File: src/rtl/bpec_pkg.sv
// Shared types, codes and reset values for the button press event classifier.
package bpec_pkg;

  localparam int TIME_BITS_DEF = 32;
  localparam int ADC_BITS_DEF  = 12;

  localparam int CFG_AW = 2;
  localparam int CFG_DW = 16;

  typedef enum logic [1:0] {
    OP_EDGE_A = 2'd0,
    OP_EDGE_B = 2'd1,
    OP_POLL   = 2'd2
  } op_t;

  typedef enum logic [2:0] {
    EV_NONE    = 3'd0,
    EV_A_LONG  = 3'd1,
    EV_A_SHORT = 3'd2,
    EV_B       = 3'd3,
    EV_UP      = 3'd4,
    EV_DOWN    = 3'd5
  } ev_t;

  typedef enum logic [CFG_AW-1:0] {
    REG_DEBOUNCE   = 2'd0,
    REG_LONG_PRESS = 2'd1,
    REG_CENTER     = 2'd2,
    REG_DEAD_ZONE  = 2'd3
  } reg_idx_t;

  localparam logic [15:0] DEBOUNCE_RST   = 16'd50;
  localparam logic [15:0] LONG_PRESS_RST = 16'd1000;
  localparam logic [11:0] CENTER_RST     = 12'd2048;
  localparam logic [10:0] DEAD_ZONE_RST  = 11'd400;

  typedef struct packed {
    logic [15:0] debounce;
    logic [15:0] long_press;
    logic [11:0] center;
    logic [10:0] dead_zone;
  } cfg_t;

  // Decision for one item: state updates and the result, if any.
  typedef struct packed {
    logic set_a;
    logic set_b;
    logic clr_a;
    logic clr_b;
    logic emit;
    ev_t  ev;
  } ctl_t;

endpackage

File: src/rtl/bpec_core.sv
// Combinational decision logic: debounce test on edges, event priority on polls.
module bpec_core
  import bpec_pkg::*;
#(
  parameter int TIME_BITS = TIME_BITS_DEF,
  parameter int ADC_BITS  = ADC_BITS_DEF
) (
  input  logic [1:0]           op,
  input  logic [TIME_BITS-1:0] now_ms,
  input  logic                 level_a,
  input  logic [ADC_BITS-1:0]  stick_y,
  input  logic                 on_settings_screen,
  input  logic [TIME_BITS-1:0] last_a,
  input  logic [TIME_BITS-1:0] last_b,
  input  logic                 pending_a,
  input  logic                 pending_b,
  input  cfg_t                 cfg,
  output ctl_t                 ctl
);

  // compare width wide enough for center + dead zone and for the sample
  localparam int SW = (ADC_BITS > 13) ? ADC_BITS : 13;

  logic [TIME_BITS-1:0] el_a;
  logic [TIME_BITS-1:0] el_b;
  logic [TIME_BITS-1:0] deb_x;
  logic [TIME_BITS-1:0] lp_x;
  logic [SW-1:0]        y_x;
  logic [SW-1:0]        hi_lim;
  logic [SW-1:0]        lo_lim;
  logic                 up_hit;
  logic                 dn_hit;

  assign el_a   = now_ms - last_a;
  assign el_b   = now_ms - last_b;
  assign deb_x  = TIME_BITS'(cfg.debounce);
  assign lp_x   = TIME_BITS'(cfg.long_press);
  assign y_x    = SW'(stick_y);
  assign hi_lim = SW'(cfg.center) + SW'(cfg.dead_zone);
  assign lo_lim = SW'(cfg.center) - SW'(cfg.dead_zone);
  assign up_hit = y_x > hi_lim;
  // down band only exists when center sits at or above the dead zone
  assign dn_hit = (12'(cfg.dead_zone) <= cfg.center) && (y_x < lo_lim);

  always_comb begin
    ctl = '{set_a: 1'b0, set_b: 1'b0, clr_a: 1'b0, clr_b: 1'b0,
            emit: 1'b0, ev: EV_NONE};
    case (op_t'(op))
      OP_EDGE_A: begin
        ctl.set_a = el_a > deb_x;
      end
      OP_EDGE_B: begin
        ctl.set_b = el_b > deb_x;
      end
      OP_POLL: begin
        ctl.emit = 1'b1;
        if (pending_a && !level_a && (el_a >= lp_x)) begin
          ctl.clr_a = 1'b1;
          ctl.ev    = EV_A_LONG;
        end else if (pending_a && level_a) begin
          ctl.clr_a = 1'b1;
          ctl.ev    = EV_A_SHORT;
        end else if (pending_b) begin
          ctl.clr_b = 1'b1;
          ctl.ev    = EV_B;
        end else if (on_settings_screen && up_hit) begin
          ctl.ev = EV_UP;
        end else if (on_settings_screen && dn_hit) begin
          ctl.ev = EV_DOWN;
        end
      end
      default: begin
        // reserved op: dropped without effect
      end
    endcase
  end

endmodule

File: src/rtl/button_press_event_classifier_top.sv
// Top level: request register, debounce/event state, result register, config.
// A poll result is decided between the request register and the result register
// and then appears on out_*. Throughput: one request per cycle, set by the state
// update loop; stalls only when a poll finds the result register full and
// out_tready low. Reset (rst_n low, synchronous) clears pending flags and edge
// times to 0 and loads config reset values.
module button_press_event_classifier_top
  import bpec_pkg::*;
#(
  parameter int TIME_BITS = TIME_BITS_DEF,
  parameter int ADC_BITS  = ADC_BITS_DEF,
  localparam int IN_FW    = TIME_BITS + ADC_BITS + 2,
  localparam int IN_DW    = ((IN_FW + 7) / 8) * 8
) (
  input  logic              clk,
  input  logic              rst_n,
  // request channel
  input  logic              in_tvalid,
  output logic              in_tready,
  // fields from bit 0: now_ms, level_a, stick_y, on_settings_screen, zero pad
  input  logic [IN_DW-1:0]  in_tdata,
  // fields from bit 0: op
  input  logic [1:0]        in_tuser,
  // result channel
  output logic              out_tvalid,
  input  logic              out_tready,
  // fields from bit 0: ui_event, zero pad
  output logic [7:0]        out_tdata,
  // config write port
  input  logic              cfg_we,
  input  logic [CFG_AW-1:0] cfg_addr,
  input  logic [CFG_DW-1:0] cfg_wdata
);

  // request register
  logic                 in_v_r;
  logic [1:0]           op_r;
  logic [TIME_BITS-1:0] now_r;
  logic                 lvl_r;
  logic [ADC_BITS-1:0]  y_r;
  logic                 scr_r;

  // classifier state
  logic                 pend_a_r, pend_a_nxt;
  logic                 pend_b_r, pend_b_nxt;
  logic [TIME_BITS-1:0] last_a_r, last_a_nxt;
  logic [TIME_BITS-1:0] last_b_r, last_b_nxt;

  // result register
  logic                 out_v_r;
  ev_t                  ev_r;

  cfg_t                 cfg_r;
  ctl_t                 ctl;
  logic                 proc;
  logic                 in_acc;

  // A poll needs room in the result register; edges never block.
  assign proc      = in_v_r && ((op_t'(op_r) != OP_POLL) || !out_v_r || out_tready);
  assign in_tready = !in_v_r || proc;
  assign in_acc    = in_tvalid && in_tready;

  assign out_tvalid = out_v_r;
  assign out_tdata  = {5'd0, ev_r};

  bpec_core #(
    .TIME_BITS(TIME_BITS),
    .ADC_BITS (ADC_BITS)
  ) u_core (
    .op                (op_r),
    .now_ms            (now_r),
    .level_a           (lvl_r),
    .stick_y           (y_r),
    .on_settings_screen(scr_r),
    .last_a            (last_a_r),
    .last_b            (last_b_r),
    .pending_a         (pend_a_r),
    .pending_b         (pend_b_r),
    .cfg               (cfg_r),
    .ctl               (ctl)
  );

  // next state; set and clear never occur for the same item
  always_comb begin
    pend_a_nxt = pend_a_r;
    pend_b_nxt = pend_b_r;
    last_a_nxt = last_a_r;
    last_b_nxt = last_b_r;
    if (proc) begin
      if (ctl.set_a) begin
        pend_a_nxt = 1'b1;
        last_a_nxt = now_r;
      end
      if (ctl.set_b) begin
        pend_b_nxt = 1'b1;
        last_b_nxt = now_r;
      end
      if (ctl.clr_a) begin
        pend_a_nxt = 1'b0;
      end
      if (ctl.clr_b) begin
        pend_b_nxt = 1'b0;
      end
    end
  end

  always_ff @(posedge clk) begin
    if (!rst_n) begin
      pend_a_r <= 1'b0;
      pend_b_r <= 1'b0;
      last_a_r <= '0;
      last_b_r <= '0;
    end else begin
      pend_a_r <= pend_a_nxt;
      pend_b_r <= pend_b_nxt;
      last_a_r <= last_a_nxt;
      last_b_r <= last_b_nxt;
    end
  end

  // request register
  always_ff @(posedge clk) begin
    if (!rst_n) begin
      in_v_r <= 1'b0;
    end else if (in_tready) begin
      in_v_r <= in_tvalid;
    end
  end

  always_ff @(posedge clk) begin
    if (in_acc) begin
      op_r  <= in_tuser;
      now_r <= in_tdata[TIME_BITS-1:0];
      lvl_r <= in_tdata[TIME_BITS];
      y_r   <= in_tdata[TIME_BITS+ADC_BITS:TIME_BITS+1];
      scr_r <= in_tdata[TIME_BITS+ADC_BITS+1];
    end
  end

  // result register
  always_ff @(posedge clk) begin
    if (!rst_n) begin
      out_v_r <= 1'b0;
    end else if (proc && ctl.emit) begin
      out_v_r <= 1'b1;
    end else if (out_tready) begin
      out_v_r <= 1'b0;
    end
  end

  always_ff @(posedge clk) begin
    if (proc && ctl.emit) begin
      ev_r <= ctl.ev;
    end
  end

  // config registers; the user must write them only while idle, the block itself does not enforce it
  always_ff @(posedge clk) begin
    if (!rst_n) begin
      cfg_r.debounce   <= DEBOUNCE_RST;
      cfg_r.long_press <= LONG_PRESS_RST;
      cfg_r.center     <= CENTER_RST;
      cfg_r.dead_zone  <= DEAD_ZONE_RST;
    end else if (cfg_we) begin
      case (reg_idx_t'(cfg_addr))
        REG_DEBOUNCE:   cfg_r.debounce   <= cfg_wdata;
        REG_LONG_PRESS: cfg_r.long_press <= cfg_wdata;
        REG_CENTER:     cfg_r.center     <= cfg_wdata[11:0];
        REG_DEAD_ZONE:  cfg_r.dead_zone  <= cfg_wdata[10:0];
        default: begin
        end
      endcase
    end
  end

endmodule
File: config.mk
export PLATFORM = sky130hd
export DESIGN_NAME = button_press_event_classifier_top
export DESIGN_NICKNAME = d
export VERILOG_FILES = /design/src/rtl/bpec_pkg.sv /design/src/rtl/bpec_core.sv /design/src/rtl/button_press_event_classifier_top.sv
export SDC_FILE = /design/constraint.sdc
export NUM_CORES = 1
export LEC_CHECK = 0
export BUFFER_PORTS_ARGS = -buffer_cell sky130_fd_sc_hd__buf_2
export CORE_MARGIN = 4
export CORE_UTILIZATION = 45
export DETAILED_ROUTE_END_ITERATION = 10
export PLACE_DENSITY_LB_ADDON = 0.2
export SLEW_MARGIN = 20
export SYNTH_ARGS = -nofsm -noshare
export SYNTH_HDL_FRONTEND = slang
export SYNTH_SLANG_ARGS = --single-unit
File: constraint.sdc
create_clock -name clk -period 8 [get_ports clk]
set_input_delay 2.4 -clock clk [delete_from_list [all_inputs] [get_ports clk]]
set_output_delay 2.4 -clock clk [all_outputs]
set_load 0.02 [all_outputs]
-- Word-level counts from Yosys, hierarchy flattened
Cells that the tools add are included.
- reduce and logical (&&, ||, !) cells: 30
- $lt $le $gt $ge: 6
- $add $sub $neg: 4
- mux-type cells: 19
- equal/unequal tests: 6
- bitwise gates (word level): 1
- operator list (operator ; number):
    $gt 32x16->1 ; 2
    $sub 32x32->32 ; 2
    $ge 32x16->1 ; 1
    $reduce_and 2->1 ; 8
    $mux 3 ; 5
    $add 12x11->13 ; 1
    $gt 12x13->1 ; 1
    $lt 12x13->1 ; 1
    $mux 1 ; 13
    $sub 12x11->13 ; 1
    $le 11x12->1 ; 1
    $logic_and 1x1->1 ; 9
    $eq 2x2->1 const B ; 3
    $mux 6 ; 1
    $reduce_bool 2->1 ; 3
    $eq 2x1->1 const B ; 2
    $logic_not 2->1 ; 2
    $reduce_or 4->1 ; 1
    $logic_not 1->1 ; 3
    $logic_or 1x1->1 ; 3
    $ne 2x2->1 const B ; 1
    $reduce_or 2->1 ; 1
    $not 1->1 ; 1
- input bits: 73
- register bits: 174
- output and inout bits: 10

-- Longest topological paths before layout
Gate-level depths: netlist (run 1).
- depth after elaboration: 12
- gate-level depth with buffers: 22
- gate-level depth less buffers: 21

-- Modules after synthesis
Synthesis (run 1) repeated with hierarchy kept, for this count alone.
- cell total of the unflattened synthesis: 1519
- area, all modules: 12911.1 sq um
- by module, submodules not included (module ; sequential area each (sq um) ; area each (sq um) ; times used ; cells each):
    bpec_core ; 0.0 ; 6642.6 ; 1 ; 954
    button_press_event_classifier_top ; 3993.8 ; 6268.5 ; 1 ; 565

-- Worst setup path after synthesis (run 1)
OpenSTA, ideal clock, no wires.
- path kind: input to output
- start point: input out_tready
- end point: output in_tready
- path buffers: 0
- slack: 2.765 ns
- stages: 3
- arrival time: 2.835 ns
- cell sequence: nand2b_1 nor2_1 inv_1
- longest elaborated chain between the ends: 3
- ends and longest elaborated chain (item ; RTL line ; text):
    start, declared ; button_press_event_classifier_top.sv:26 ; input logic out_tready,
    $logic_or 1x1->1 ; button_press_event_classifier_top.sv:59 ; assign proc = in_v_r && ((op_t'(op_r) != OP_POLL) || !out_v_r || out_tready);
    $logic_and 1x1->1 ; button_press_event_classifier_top.sv:59 ;
    $logic_or 1x1->1 ; button_press_event_classifier_top.sv:60 ; assign in_tready = !in_v_r || proc;
    end, declared ; button_press_event_classifier_top.sv:19 ; output logic in_tready,
No other way between the ends.

-- Final worst setup path (run 1)
- start point: register now_r[0]
- end point: register last_b_r[5]
- longest elaborated chain between the ends: 4
- ends and longest elaborated chain (item ; RTL line ; text):
    start, declared ; button_press_event_classifier_top.sv:38 ; logic [TIME_BITS-1:0] now_r;
    start signal, assigned ; button_press_event_classifier_top.sv:133 ; now_r <= in_tdata[TIME_BITS-1:0];
    $sub 32x32->32 ; bpec_core.sv:35 ; assign el_b = now_ms - last_b;
    $gt 32x16->1 ; bpec_core.sv:53 ; ctl.set_b = el_b > deb_x;
    $mux 1 ; bpec_core.sv:48 ; case (op_t'(op))
    $reduce_and 2->1 (no line) ; n/a ;
    end signal, assigned ; button_press_event_classifier_top.sv:117 ; last_b_r <= last_b_nxt;
    end, declared ; button_press_event_classifier_top.sv:47 ; logic [TIME_BITS-1:0] last_b_r, last_b_nxt;
No other way between the ends.
A chain may end at the register's enable or synchronous reset.

==> run summary, run 1 <==
* **result of the run** completed
* **starting density of the core** 0.457
* **number of warnings printed during yosys synthesis** 0
* **maximum number of pins on one net before global-route repair** 92
* **stages on the worst setup path** 20
* **DR DRC count** 0
* **number of cells traversed by the worst register-to-register path** 20
* **worst max-slew margin expressed relative to the limit** 0.403
* **most common flop cell mapped by yosys** sky130_fd_sc_hd__dfxtp_1
* **Final Wtd Congestion** 0.874
* **Skew-Pair Late Insertion Delay** 0.45 ns
* **Horiz. Die Dim** 179 µm
* **critical path's slowest cell** sky130_fd_sc_hd__or4_1
* **total gr overflow** 0
* **CP Class** flop to flop
* **via count** 11500
* **CP Capture Type** flop
* **gate count of the mapped netlist** 1615
* **number of H-tree levels** 4
* **Mean Syn Cell Area** 8.15 µm²
* **top cell type's share of synthesized area** 0.187
* **EDFF count, synth** 51
* **total wire length after detailed routing** 33500 µm
* **Critical Path AT** 6.01 ns
* **Hold Path Cell Cnt** 2
* **Post-Route M1 WL** 16700 µm
* **placed standard-cell area** 13700 µm²
* **start of the worst register-to-register path** now_r[0]
* **setup repair after global routing missed its margin** no
* **Std-Cell Rows** 62
* **number of failing setup endpoints in the final timing report** 0
* **number of ports placed on the die boundary** 83
* **area of the mapped netlist** 13200 µm²
* **transition at the pin with the smallest max-transition slack** 0.896 ns
* **most used standard cells in the synthesized netlist** sky130_fd_sc_hd__nand2_1 (255), sky130_fd_sc_hd__ha_1 (155), sky130_fd_sc_hd__inv_1 (143)
* **Setup Fix Bufs, Post-CTS** 0
* **standby leakage power** 5.68 nW
* **largest fanout of any net on the critical path** 33
* **area growth from synthesis to final layout** 9.03%
* **cell-by-cell trace of the critical path** inv_1 > ha_1 > inv_1 > fa_1 > a21o_1 > a221oi_2 > o21ai_0 > a21o_1 > a21oi_1 > xnor2_1 > ha_1 > nand4_1 > or4_1 > a211oi_1 > nand3_1 > a2111oi_0 > nand4_1 > o31ai_4 > buf_4 > mux2i_1
* **number of pins exceeding their max-slew limit in the final report** 0
* **period utilisation layout** 0.706
* **endpoint of the most critical setup path** last_b_r[5]
* **CTS tree** done
* **# diodes** 0
* **total length of routed met2 wires** 15000 µm
* **routed wl met3** 1440 µm
* **fin crit period** 5.64 ns
* **highest routing layer actually used** met4
* **aggregate global-route resource usage** 0.210
* **Inserted Clock Buffers** 17
* **wire length of the first global-routing pass** 55000 µm
* **HP Class** flop to flop
* **number of gates resized after cts** 0
* **area of the multi-input gates** 8290 µm²
* **Filler Cells Inserted** 2785
* **post-synthesis sequential area ratio** 0.304
* **area of the die** 32000 µm²
* **HPWL after detailed placement** 25000 µm
* **count of nets after finishing** 1865
* **RR Endpoint** last_b_r[5]
* **CTS max path bufs** 2
* **Worst R2R Setup Slack** 2.36 ns
* **Yosys top cell by area** sky130_fd_sc_hd__dfxtp_1
* **wire length per cell** 16.5 µm
* **area of the placeable core** 28800 µm²
* **first drt pass iteration count** 5
* **largest vdd supply drop** 153 µV
* **DR iter-0 viols** 815
* **Worst setup startpoint** now_r[0]
* **CP bufs+invs** 3
* **FFs w/ async S/R, synth** 0
* **share of post-route cells with drive strength above 1** 0.0814
* **flops & latches, synth** 174
* **power per cell area** 174 nW/µm²
* **required time of the critical path** 8.36 ns
* **number of global-route vias before repair** 11000
* **number of endpoints with negative hold slack in the final report** 0
* **area of all placed cells without fillers** 14300 µm²
* **maximum cell stage delay along the critical path** 0.56 ns
* **Final ANT Viol Nets** 0
* **clk_skew** 0.0176 ns
* **number of maximum-capacitance violations** 0
* **area taken by flip-flops and latches** 3990 µm²
* **antenna violations before repair** 0
* **clock sink count** 174
* **Sum Neg Setup Slack** 0 ns
* **most area-consuming cells after synthesis** sky130_fd_sc_hd__dfxtp_1 (19%), sky130_fd_sc_hd__ha_1 (15%), sky130_fd_sc_hd__edfxtp_1 (12%)
* **clock edge transition at the registers on the reported setup and hold paths** 0.08 ns
* **Achievable Freq** 177 MHz
* **kind of cell adding the most delay to the critical path** compound AO/OA/AOI/OAI gates
* **Port Buf Inserts** 75
* **total power consumption of the routed design** 0.00249 W
* **number of hold buffers added after cts** 0
* **vertical extent of the die** 179 µm
* **startpoint type of the worst setup path** flop
* **leading cell type by number of instances after synthesis** sky130_fd_sc_hd__nand2_1
* **Distinct cells, synth** 73
* **clock tree root buffer cell** sky130_fd_sc_hd__clkbuf_16
* **average vias per placed instance** 5.68
==> cells by family after synthesis <==
group	synth area share
XOR/XNOR	0.0413
flip-flops	0.304
AND/OR/NAND/NOR	0.162
other	0.000285
AO/OA/AOI/OAI	0.241
adder cells (fa/ha/maj)	0.153
buffers and inverters	0.0706
multiplexers	0.0276
==> flip-flops by register name, summed over array words and instances, names as in the netlist <==
name and cells:
last_b_r 32, pend_a_r 1, lvl_r 1, cfg_r 55, out_tvalid 1, y_r 12
ev_r 3, last_a_r 32, in_v_r 1, scr_r 1, now_r 32, pend_b_r 1
op_r 2
==> worst register-to-register path: cells and delay by family (launching register included) <==
family                   cells  cell delay (ns)
AO/OA/AOI/OAI                8             2.23
XOR/XNOR                     1             0.11
adder cells (fa/ha/maj)      3             0.85
buffers and inverters        3             0.71
flip-flops                   1             0.39
multiplexers                 1             0.29
AND/OR/NAND/NOR              4             1.01
==> area by class of cell <==
class,instances,area share
sequential,174,0.278
inverter,144,0.0377
timing repair buffer,82,0.0300
clock buffer,17,0.0297
clock inverter,15,0.0132
tap,384,0.0335
multi-input combinational,1214,0.578
==> how the worst min path moves through the flow <==
stage | start | end | slack, ns
after floorplan | cfg_r[24] | cfg_r[24] | 0.44
after global placement | cfg_r[52] | cfg_r[52] | 0.44
after detailed placement | cfg_r[34] | cfg_r[34] | 0.45
after CTS | cfg_r[34] | cfg_r[34] | 0.46
after global routing | cfg_r[27] | cfg_r[27] | 0.48
final | cfg_r[42] | cfg_r[42] | 0.46
==> routing by layer <==
layer,up-vias,GRT usage
li1,5847,-
met1,5391,0.303
met2,265,0.340
met3,20,0.0287
met4,0,0.0371
met5,-,0
==> through the flow <==
stage | std cells | setup WS [ns] | utilization | hold WS, ns
5_1_grt | 2030 | 2.02 | 0.499 | 0.484
4_1_cts | 2030 | 2.38 | 0.499 | 0.462
3_5_place_dp | 1998 | 2.39 | 0.477 | 0.450
3_3_place_gp | 1998 | 2.43 | 0.477 | 0.442
6_report | 2030 | 2.36 | 0.499 | 0.461
2_1_floorplan | 1619 | 2.77 | - | 0.436
==> where the power goes <==
group          leakage [nW]  switching, W  total [W]  internal [W]
sequential             1.50     0.0000290   0.000974      0.000945
clock                 0.302      0.000426   0.000879      0.000452
combinational          3.88      0.000391   0.000637      0.000246
total                  5.68      0.000847    0.00249       0.00164
==> cells in the final DEF, fill, tap and decap left out, types with 5 or more instances in the layout <==
cell,Yosys,routed
sky130_fd_sc_hd__a211oi_1,14,14
sky130_fd_sc_hd__a21o_1,32,32
sky130_fd_sc_hd__a21oi_1,130,130
sky130_fd_sc_hd__a31oi_1,17,16
sky130_fd_sc_hd__a32oi_1,33,33
sky130_fd_sc_hd__and2_1,5,5
sky130_fd_sc_hd__and3_1,11,11
sky130_fd_sc_hd__buf_2,4,74
sky130_fd_sc_hd__buf_4,5,8
sky130_fd_sc_hd__clkbuf_16,0,17
sky130_fd_sc_hd__conb_1,1,5
sky130_fd_sc_hd__dfxtp_1,123,123
sky130_fd_sc_hd__edfxtp_1,51,51
sky130_fd_sc_hd__ha_1,155,155
sky130_fd_sc_hd__inv_1,143,143
sky130_fd_sc_hd__mux2i_1,34,34
sky130_fd_sc_hd__nand2_1,255,255
sky130_fd_sc_hd__nand2b_1,13,13
sky130_fd_sc_hd__nand3_1,24,24
sky130_fd_sc_hd__nand4_1,25,25
sky130_fd_sc_hd__nor2_1,82,82
sky130_fd_sc_hd__nor2b_1,15,14
sky130_fd_sc_hd__nor3_1,19,19
sky130_fd_sc_hd__nor4_1,6,6
sky130_fd_sc_hd__o211ai_1,25,25
sky130_fd_sc_hd__o21a_1,31,31
sky130_fd_sc_hd__o21ai_0,83,83
sky130_fd_sc_hd__o21bai_1,9,9
sky130_fd_sc_hd__o22ai_1,5,5
sky130_fd_sc_hd__o311ai_1,33,33
sky130_fd_sc_hd__o31a_1,6,6
sky130_fd_sc_hd__o31ai_1,7,7
sky130_fd_sc_hd__xnor2_1,44,44
sky130_fd_sc_hd__xor2_1,18,18
Power figures use the tool's default switching activity.
==> inputs of run 2 (changes only) <==
Settings changed: ABC_AREA set to 1.
Clock period 8 ns to 5.7 ns, I/O delays scaled along.
==> run summary, run 2 <==
* **result of the run** completed, unchanged
* **Yosys top cell by area** sky130_fd_sc_hd__dfxtp_1, unchanged
* **total wire length after detailed routing** 36000 µm, was 33500 µm
* **kind of cell adding the most delay to the critical path** simple AND/OR/NAND/NOR gates, was compound AO/OA/AOI/OAI gates
* **register with the highest flop count** cfg_r, unchanged
* **number of global-route vias before repair** 11800, was 11000
* **clock sink count** 174, unchanged
* **area of the die** 33500 µm², was 32000 µm²
* **transition at the pin with the smallest max-transition slack** 0.861 ns, was 0.896 ns
* **critical path's slowest cell** sky130_fd_sc_hd__edfxtp_1, was sky130_fd_sc_hd__or4_1
* **Distinct cells, synth** 43, was 73
* **HPWL after detailed placement** 29300 µm, was 25000 µm
* **setup repair after global routing missed its margin** no, unchanged
* **area of the multi-input gates** 8180 µm², was 8290 µm²
* **Sum Neg Setup Slack** 0 ns, unchanged
* **largest fanout of any net on the critical path** 65, was 33
* **wire length of the first global-routing pass** 59100 µm, was 55000 µm
* **CTS tree** done, unchanged
* **critical path's most frequent cell** sky130_fd_sc_hd__nand2_1
* **total gr overflow** 0, unchanged
* **number of endpoints with negative hold slack in the final report** 0, unchanged
* **power per cell area** 239 nW/µm², was 174 nW/µm²
* **number of gates resized after cts** 0, unchanged
* **Std-Cell Rows** 63, was 62
* **largest vdd supply drop** 209 µV, was 153 µV
* **starting density of the core** 0.460, was 0.457
* **setup slack of the critical path after layout** 1.48 ns, was 2.36 ns
* **CP Class** flop to flop, unchanged
* **cell-by-cell trace of the critical path** ha_1 > nand2_2 > inv_1 > a21oi_2 > nand3_2 > nand3_1 > nand2_1 > xor2_1 > ha_1 > nand2_1 > inv_1 > nand3_1 > nor3_1 > nand4_1 > nand2_1 > nand2_1 > nor2_1 > nand3_1 > nor2_1 > nand2_4 > nand3b_1 > nand2_1 > nor2_1, was inv_1 > ha_1 > inv_1 > fa_1 > a21o_1 > a221oi_2 > o21ai_0 > a21o_1 > a21oi_1 > xnor2_1 > ha_1 > nand4_1 > or4_1 > a211oi_1 > nand3_1 > a2111oi_0 > nand4_1 > o31ai_4 > buf_4 > mux2i_1
* **post-place setup slack** 1.22 ns, was 2.39 ns
* **CP Capture Type** flop, unchanged
* **number of cells traversed by the worst register-to-register path** 23, was 20
* **clk_skew** 0.0144 ns, was 0.0176 ns
* **Skew-Pair Late Insertion Delay** 0.45 ns, about the same
* **DR DRC count** 0, unchanged
* **DR iter-0 viols** 824, was 815
* **fin crit period** 4.22 ns, was 5.64 ns
* **part of the power in combinational logic** 0.265, was 0.256
* **flip-flop count of the largest register after layout** 55, unchanged
* **most area-consuming cells after synthesis** sky130_fd_sc_hd__dfxtp_1 (18%), sky130_fd_sc_hd__nand2_1 (14%), sky130_fd_sc_hd__ha_1 (14%), was sky130_fd_sc_hd__dfxtp_1 (19%), sky130_fd_sc_hd__ha_1 (15%), sky130_fd_sc_hd__edfxtp_1 (12%)
* **most common flop cell mapped by yosys** sky130_fd_sc_hd__dfxtp_1, unchanged
* **number of maximum-capacitance violations** 0, unchanged
* **area growth from synthesis to final layout** 9.35%, was 9.03%
* **Switch Pwr** 0.00121 W, was 0.000847 W
* **area of the mapped netlist** 13800 µm², was 13200 µm²
* **number of pins exceeding their max-slew limit in the final report** 0, unchanged
* **HP Class** flop to flop, unchanged
* **Achievable Freq** 237 MHz, was 177 MHz
* **top cell type's share of synthesized area** 0.179, was 0.187
* **Critical Path AT** 4.60 ns, was 6.01 ns
* **EDFF count, synth** 51, unchanged
* **number of ports placed on the die boundary** 83, unchanged
* **maximum cell stage delay along the critical path** 0.52 ns, was 0.56 ns
* **antenna violations before repair** 0, unchanged
* **leading cell type in the layout, fill and taps excluded** sky130_fd_sc_hd__nand2_1, unchanged
* **FFs w/ async S/R, synth** 0, unchanged
* **via count** 12700, was 11500
* **post-synthesis sequential area ratio** 0.290, was 0.304
* **Setup Fix Bufs, Post-CTS** 0, unchanged
* **number of H-tree levels** 4, unchanged
* **clock edge transition at the registers on the reported setup and hold paths** 0.07 ns, was 0.08 ns
* **startpoint type of the worst setup path** flop, unchanged
* **design internal power** 0.00239 W, was 0.00164 W
* **most used standard cells in the synthesized netlist** sky130_fd_sc_hd__nand2_1 (517), sky130_fd_sc_hd__inv_1 (354), sky130_fd_sc_hd__nor2_1 (254), was sky130_fd_sc_hd__nand2_1 (255), sky130_fd_sc_hd__ha_1 (155), sky130_fd_sc_hd__inv_1 (143)
* **period utilisation layout** 0.741, was 0.706
* **Port Buf Inserts** 75, unchanged
* **Horiz. Die Dim** 183 µm, was 179 µm
* **Mean Syn Cell Area** 6.68 µm², was 8.15 µm²
* **gate count of the mapped netlist** 2063, was 1615
* **wire length per cell** 14.3 µm, was 16.5 µm
* **CP bufs+invs** 2, was 3
* **maximum number of pins on one net before global-route repair** 77, was 92
* **standby leakage power** 7.50 nW, was 5.68 nW
* **switching fraction of total power** 0.336, was 0.340
* **count of nets after finishing** 2348, was 1865
* **leading cell type by number of instances after synthesis** sky130_fd_sc_hd__nand2_1, unchanged
* **number of failing setup endpoints in the final timing report** 0, unchanged
* **# diodes** 0, unchanged
* **CTS max path bufs** 2, unchanged
* **vertical extent of the die** 183 µm, was 179 µm
* **average vias per placed instance** 5.04, was 5.68
* **most frequent cells in the layout** sky130_fd_sc_hd__nand2_1 (516), sky130_fd_sc_hd__inv_1 (354), sky130_fd_sc_hd__nor2_1 (253), sky130_fd_sc_hd__a21oi_1 (161), sky130_fd_sc_hd__ha_1 (155), was sky130_fd_sc_hd__nand2_1 (255), sky130_fd_sc_hd__ha_1 (155), sky130_fd_sc_hd__inv_1 (143), sky130_fd_sc_hd__a21oi_1 (130), sky130_fd_sc_hd__dfxtp_1 (123)
* **Hold Path Cell Cnt** 2, unchanged
* **stages on the worst setup path** 23, was 20
* **Final Wtd Congestion** 0.936, was 0.874
* **area taken by flip-flops and latches** 3990 µm², unchanged
* **Inserted Clock Buffers** 17, unchanged
* **flops & latches, synth** 174, unchanged
* **Final ANT Viol Nets** 0, unchanged
* **number of warnings printed during yosys synthesis** 0, unchanged
* **area of the placeable core** 30000 µm², was 28800 µm²
* **Filler Cells Inserted** 3093, was 2785
* **relative contribution of sequential cells to total power** 0.384, was 0.391
* **aggregate global-route resource usage** 0.217, was 0.210
* **worst max-slew margin expressed relative to the limit** 0.422, was 0.403
* **required time of the critical path** 6.08 ns, was 8.36 ns
* **number of hold buffers added after cts** 0, unchanged
* **clock tree root buffer cell** sky130_fd_sc_hd__clkbuf_16, unchanged
* **share of post-route cells with drive strength above 1** 0.0695, was 0.0814
* **share of power burned in the clock network** 0.351, was 0.353
* **first drt pass iteration count** 5, unchanged
## run 2: kinds of logic (layout without fill, tap and decap cells)
family | count (synthesis) | in the layout | synth area share
fa+ha+maj | 159 | 159 | 0.147
buf+inv | 412 | 474 | 0.119
simple gates | 954 | 954 | 0.290
xor+xnor | 52 | 52 | 0.0331
other cells | 1 | 5 | 0.000272
flops | 174 | 174 | 0.290
compound gates | 311 | 311 | 0.121
## run 2: cell type report
type                       count  area share
clock buffer                  17      0.0282
sequential                   174       0.265
clock inverter                15      0.0133
multi-input combinational   1481       0.543
inverter                     362      0.0902
tap                          390      0.0324
timing repair buffer          80      0.0276
## run 2: power by group through the flow
stage | combinational (W) | sequential, W | clock [W]
global placement | 0.000917 | 0.00141 | 0
global route | 0.00110 | 0.00139 | 0.00135
detailed placement | 0.000942 | 0.00141 | 0
CTS | 0.000947 | 0.00138 | 0.00129
finish | 0.000953 | 0.00138 | 0.00126
floorplan | 0.000709 | 0.00139 | 0
## run 2: worst reg2reg max path, cell delays in order, from the launching register on
cell and delay [ns]:
sky130_fd_sc_hd__edfxtp_1 0.52, sky130_fd_sc_hd__ha_1 0.42, sky130_fd_sc_hd__nand2_2 0.15, sky130_fd_sc_hd__inv_1 0.06, sky130_fd_sc_hd__a21oi_2 0.18, sky130_fd_sc_hd__nand3_2 0.17, sky130_fd_sc_hd__nand3_1 0.11, sky130_fd_sc_hd__nand2_1 0.11
sky130_fd_sc_hd__xor2_1 0.18, sky130_fd_sc_hd__ha_1 0.28, sky130_fd_sc_hd__nand2_1 0.05, sky130_fd_sc_hd__inv_1 0.05, sky130_fd_sc_hd__nand3_1 0.09, sky130_fd_sc_hd__nor3_1 0.23, sky130_fd_sc_hd__nand4_1 0.13, sky130_fd_sc_hd__nand2_1 0.11
sky130_fd_sc_hd__nand2_1 0.06, sky130_fd_sc_hd__nor2_1 0.16, sky130_fd_sc_hd__nand3_1 0.10, sky130_fd_sc_hd__nor2_1 0.17, sky130_fd_sc_hd__nand2_4 0.39, sky130_fd_sc_hd__nand3b_1 0.25, sky130_fd_sc_hd__nand2_1 0.06, sky130_fd_sc_hd__nor2_1 0.13
## run 2: through the flow
| step | instance area, µm² | hold WS (ns) | utilization | std cells | total power, W |
|---|---|---|---|---|---|
| after global routing | 15100 | 0.479 | 0.503 | 2519 | 0.00384 |
| after CTS | 15100 | 0.466 | 0.503 | 2519 | 0.00362 |
| after floorplan | 13800 | 0.435 | - | 2067 | 0.00210 |
| after global placement | 14400 | 0.450 | 0.482 | 2487 | 0.00232 |
| after detailed placement | 14400 | 0.456 | 0.482 | 2487 | 0.00235 |
| final | 15100 | 0.465 | 0.503 | 2519 | 0.00360 |
## run 2: path summary, 6_finish.rpt
path | start | end | slack (ns)
setup / recovery | now_r[9] | last_b_r[29] | 1.48
hold / removal | cfg_r[33] | cfg_r[33] | 0.47
setup reg to reg | now_r[9] | last_b_r[29] | 1.48
hold reg to reg | cfg_r[33] | cfg_r[33] | 0.47
## run 2: metal layers
layer / wire length [µm] / vias to the layer above / global-route usage
li1: - / 6659 / -
met1: 18800 / 5767 / 0.329
met2: 15200 / 242 / 0.331
met3: 1700 / 23 / 0.0272
met4: 377 / 0 / 0.0486
met5: 0 / - / 0
==> inputs of run 3 (changes only) <==
Clock period 5.7 ns to 4.3 ns, I/O delays scaled along.
==> run summary, run 3 (synthesized netlist as in run 2, its figures left out) <==
* **result of the run** completed, unchanged
* **CP Capture Type** flop, unchanged
* **clock tree root buffer cell** sky130_fd_sc_hd__clkbuf_16, unchanged
* **vertical extent of the die** 183 µm, unchanged
* **filler-free cell count of the finished design** 2522, was 2519
* **number of H-tree levels** 4, unchanged
* **period utilisation layout** 0.930, was 0.741
* **area of the placeable core** 30000 µm², unchanged
* **WHS** 0.463 ns, was 0.465 ns
* **Critical Path AT** 4.38 ns, was 4.60 ns
* **aggregate global-route resource usage** 0.219, was 0.217
* **HP Class** flop to flop, unchanged
* **Inserted Clock Buffers** 17, unchanged
* **Sum Neg Setup Slack** 0 ns, unchanged
* **Placed Cells** 2491, was 2487
* **design internal power** 0.00310 W, was 0.00239 W
* **CTS max path bufs** 2, unchanged
* **part of the power in combinational logic** 0.270, was 0.265
* **transition at the pin with the smallest max-transition slack** 0.897 ns, was 0.861 ns
* **count of nets after finishing** 2352, was 2348
* **required time of the critical path** 4.68 ns, was 6.08 ns
* **DR iter-0 viols** 782, was 824
* **Switch Pwr** 0.00160 W, was 0.00121 W
* **HPWL after detailed placement** 29500 µm, was 29300 µm
* **area of the die** 33500 µm², unchanged
* **total gr overflow** 0, unchanged
* **number of hold buffers added after cts** 0, unchanged
* **setup repair after global routing missed its margin** no, unchanged
* **Min-Delay Startpoint** cfg_r[34], was cfg_r[33]
* **area growth from synthesis to final layout** 9.31%, was 9.35%
* **clk_skew** 0.0117 ns, was 0.0144 ns
* **flip-flop count of the largest register after layout** 55, unchanged
* **Final Wtd Congestion** 0.917, was 0.936
* **most frequent cells in the layout** sky130_fd_sc_hd__nand2_1 (516), sky130_fd_sc_hd__inv_1 (354), sky130_fd_sc_hd__nor2_1 (253), sky130_fd_sc_hd__a21oi_1 (161), sky130_fd_sc_hd__ha_1 (155), unchanged
* **worst max-slew margin expressed relative to the limit** 0.398, was 0.422
* **number of pins exceeding their max-slew limit in the final report** 0, unchanged
* **share of post-route cells with drive strength above 1** 0.0704, was 0.0695
* **share of power burned in the clock network** 0.341, was 0.351
* **start of the worst register-to-register path** now_r[6], was now_r[9]
* **wire length of the first global-routing pass** 59500 µm, was 59100 µm
* **register with the highest flop count** cfg_r, unchanged
* **utilization of the core after routing** 0.503, about the same
* **Final ANT Viol Nets** 0, unchanged
* **total power consumption of the routed design** 0.00470 W, was 0.00360 W
* **number of endpoints with negative hold slack in the final report** 0, unchanged
* **clock sink count** 174, unchanged
* **largest vdd supply drop** 289 µV, was 209 µV
* **number of ports placed on the die boundary** 83, unchanged
* **fin crit period** 4.00 ns, was 4.22 ns
* **relative contribution of sequential cells to total power** 0.389, was 0.384
* **startpoint type of the worst setup path** flop, unchanged
* **power per cell area** 312 nW/µm², was 239 nW/µm²
* **DR DRC count** 0, unchanged
* **Horiz. Die Dim** 183 µm, unchanged
* **number of maximum-capacitance violations** 0, unchanged
* **number of failing setup endpoints in the final timing report** 0, unchanged
* **maximum number of pins on one net before global-route repair** 66, was 77
* **CTS tree** done, unchanged
* **Worst setup startpoint** now_r[6], was now_r[9]
* **leading cell type in the layout, fill and taps excluded** sky130_fd_sc_hd__nand2_1, unchanged
* **starting density of the core** 0.460, unchanged
* **switching fraction of total power** 0.341, was 0.336
* **number of gates resized after cts** 0, unchanged
* **number of global-route vias before repair** 12000, was 11800
* **via count** 12700, about the same
* **clock edge transition at the registers on the reported setup and hold paths** 0.07 ns, about the same
* **Achievable Freq** 250 MHz, was 237 MHz
* **Skew-Pair Late Insertion Delay** 0.45 ns, about the same
* **Setup Fix Bufs, Post-CTS** 0, unchanged
* **average vias per placed instance** 5.04, about the same
* **antenna violations before repair** 1, was 0
* **first drt pass iteration count** 5, unchanged
* **Port Buf Inserts** 75, unchanged
* **# diodes** 0, unchanged
* **standby leakage power** 7.48 nW, was 7.50 nW
* **total wire length after detailed routing** 36300 µm, was 36000 µm
* **largest fanout of any net on the critical path** 33, was 65
* **Std-Cell Rows** 63, unchanged
* **wire length per cell** 14.4 µm, was 14.3 µm
* **CP Class** flop to flop, unchanged
## run 3: cell types whose count changed in the layout (fill, tap and decap cells not counted), sizes merged
cell	change
clkinv	-2
bufinv	-1
clkbuf	+1
buf	+4
clkinvlp	+1
## run 3: power by group through the flow
stage / clock [W] / combinational, W / sequential, W
finish: 0.00160 / 0.00127 / 0.00183
detailed placement: 0 / 0.00126 / 0.00186
global placement: 0 / 0.00123 / 0.00186
CTS: 0.00164 / 0.00127 / 0.00183
global route: 0.00171 / 0.00146 / 0.00184
floorplan: 0 / 0.000940 / 0.00184
## run 3: per-stage QoR
step,cell area [µm²],setup slack [ns]
6_report,15100,0.300
5_1_grt,15100,0.00588
4_1_cts,15100,0.344
3_3_place_gp,14500,0.391
3_5_place_dp,14500,0.391
2_1_floorplan,13800,0.380
## run 3: worst paths after layout
check        cells past startpoint  slack [ns]            to
max                             19        0.30  last_a_r[20]
max reg2reg                     19        0.30  last_a_r[20]
min                              2        0.46     cfg_r[34]
min reg2reg                      2        0.46     cfg_r[34]
## run 3: final cells by class
| class | count | area [µm²] |
|---|---|---|
| flip-flops and latches | 174 | 3990 |
| clock inverters | 13 | 154 |
| multi-input cells | 1481 | 8170 |
| well taps | 390 | 488 |
| inverters | 362 | 1360 |
| clock buffers | 18 | 429 |
| repair buffers | 84 | 458 |
| fillers | 3041 | 14900 |
## run 3: metal layers
layer | up-vias | share of wire | global-route usage
li1 | 6667 | - | -
met1 | 5763 | 0.52 | 0.322
met2 | 246 | 0.42 | 0.332
met3 | 42 | 0.050 | 0.0411
met4 | 2 | 0.019 | 0.0578
met5 | - | 0.00036 | 0
## run 3: worst max-delay path: stages (launching register included)
cell and delay, ns:
sky130_fd_sc_hd__edfxtp_1 0.51, sky130_fd_sc_hd__ha_1 0.43, sky130_fd_sc_hd__nand2_1 0.12, sky130_fd_sc_hd__nor2_1 0.21, sky130_fd_sc_hd__and3_1 0.22, sky130_fd_sc_hd__nand2_1 0.06, sky130_fd_sc_hd__nand2_1 0.12, sky130_fd_sc_hd__xor2_1 0.31
sky130_fd_sc_hd__ha_1 0.31, sky130_fd_sc_hd__a21oi_1 0.16, sky130_fd_sc_hd__nor2_1 0.05, sky130_fd_sc_hd__a211oi_1 0.20, sky130_fd_sc_hd__o21ai_0 0.13, sky130_fd_sc_hd__a21oi_1 0.12, sky130_fd_sc_hd__or2_2 0.12, sky130_fd_sc_hd__nand3_1 0.17
sky130_fd_sc_hd__nand2_2 0.12, sky130_fd_sc_hd__buf_4 0.32, sky130_fd_sc_hd__o21ai_0 0.12, sky130_fd_sc_hd__nor2_1 0.11
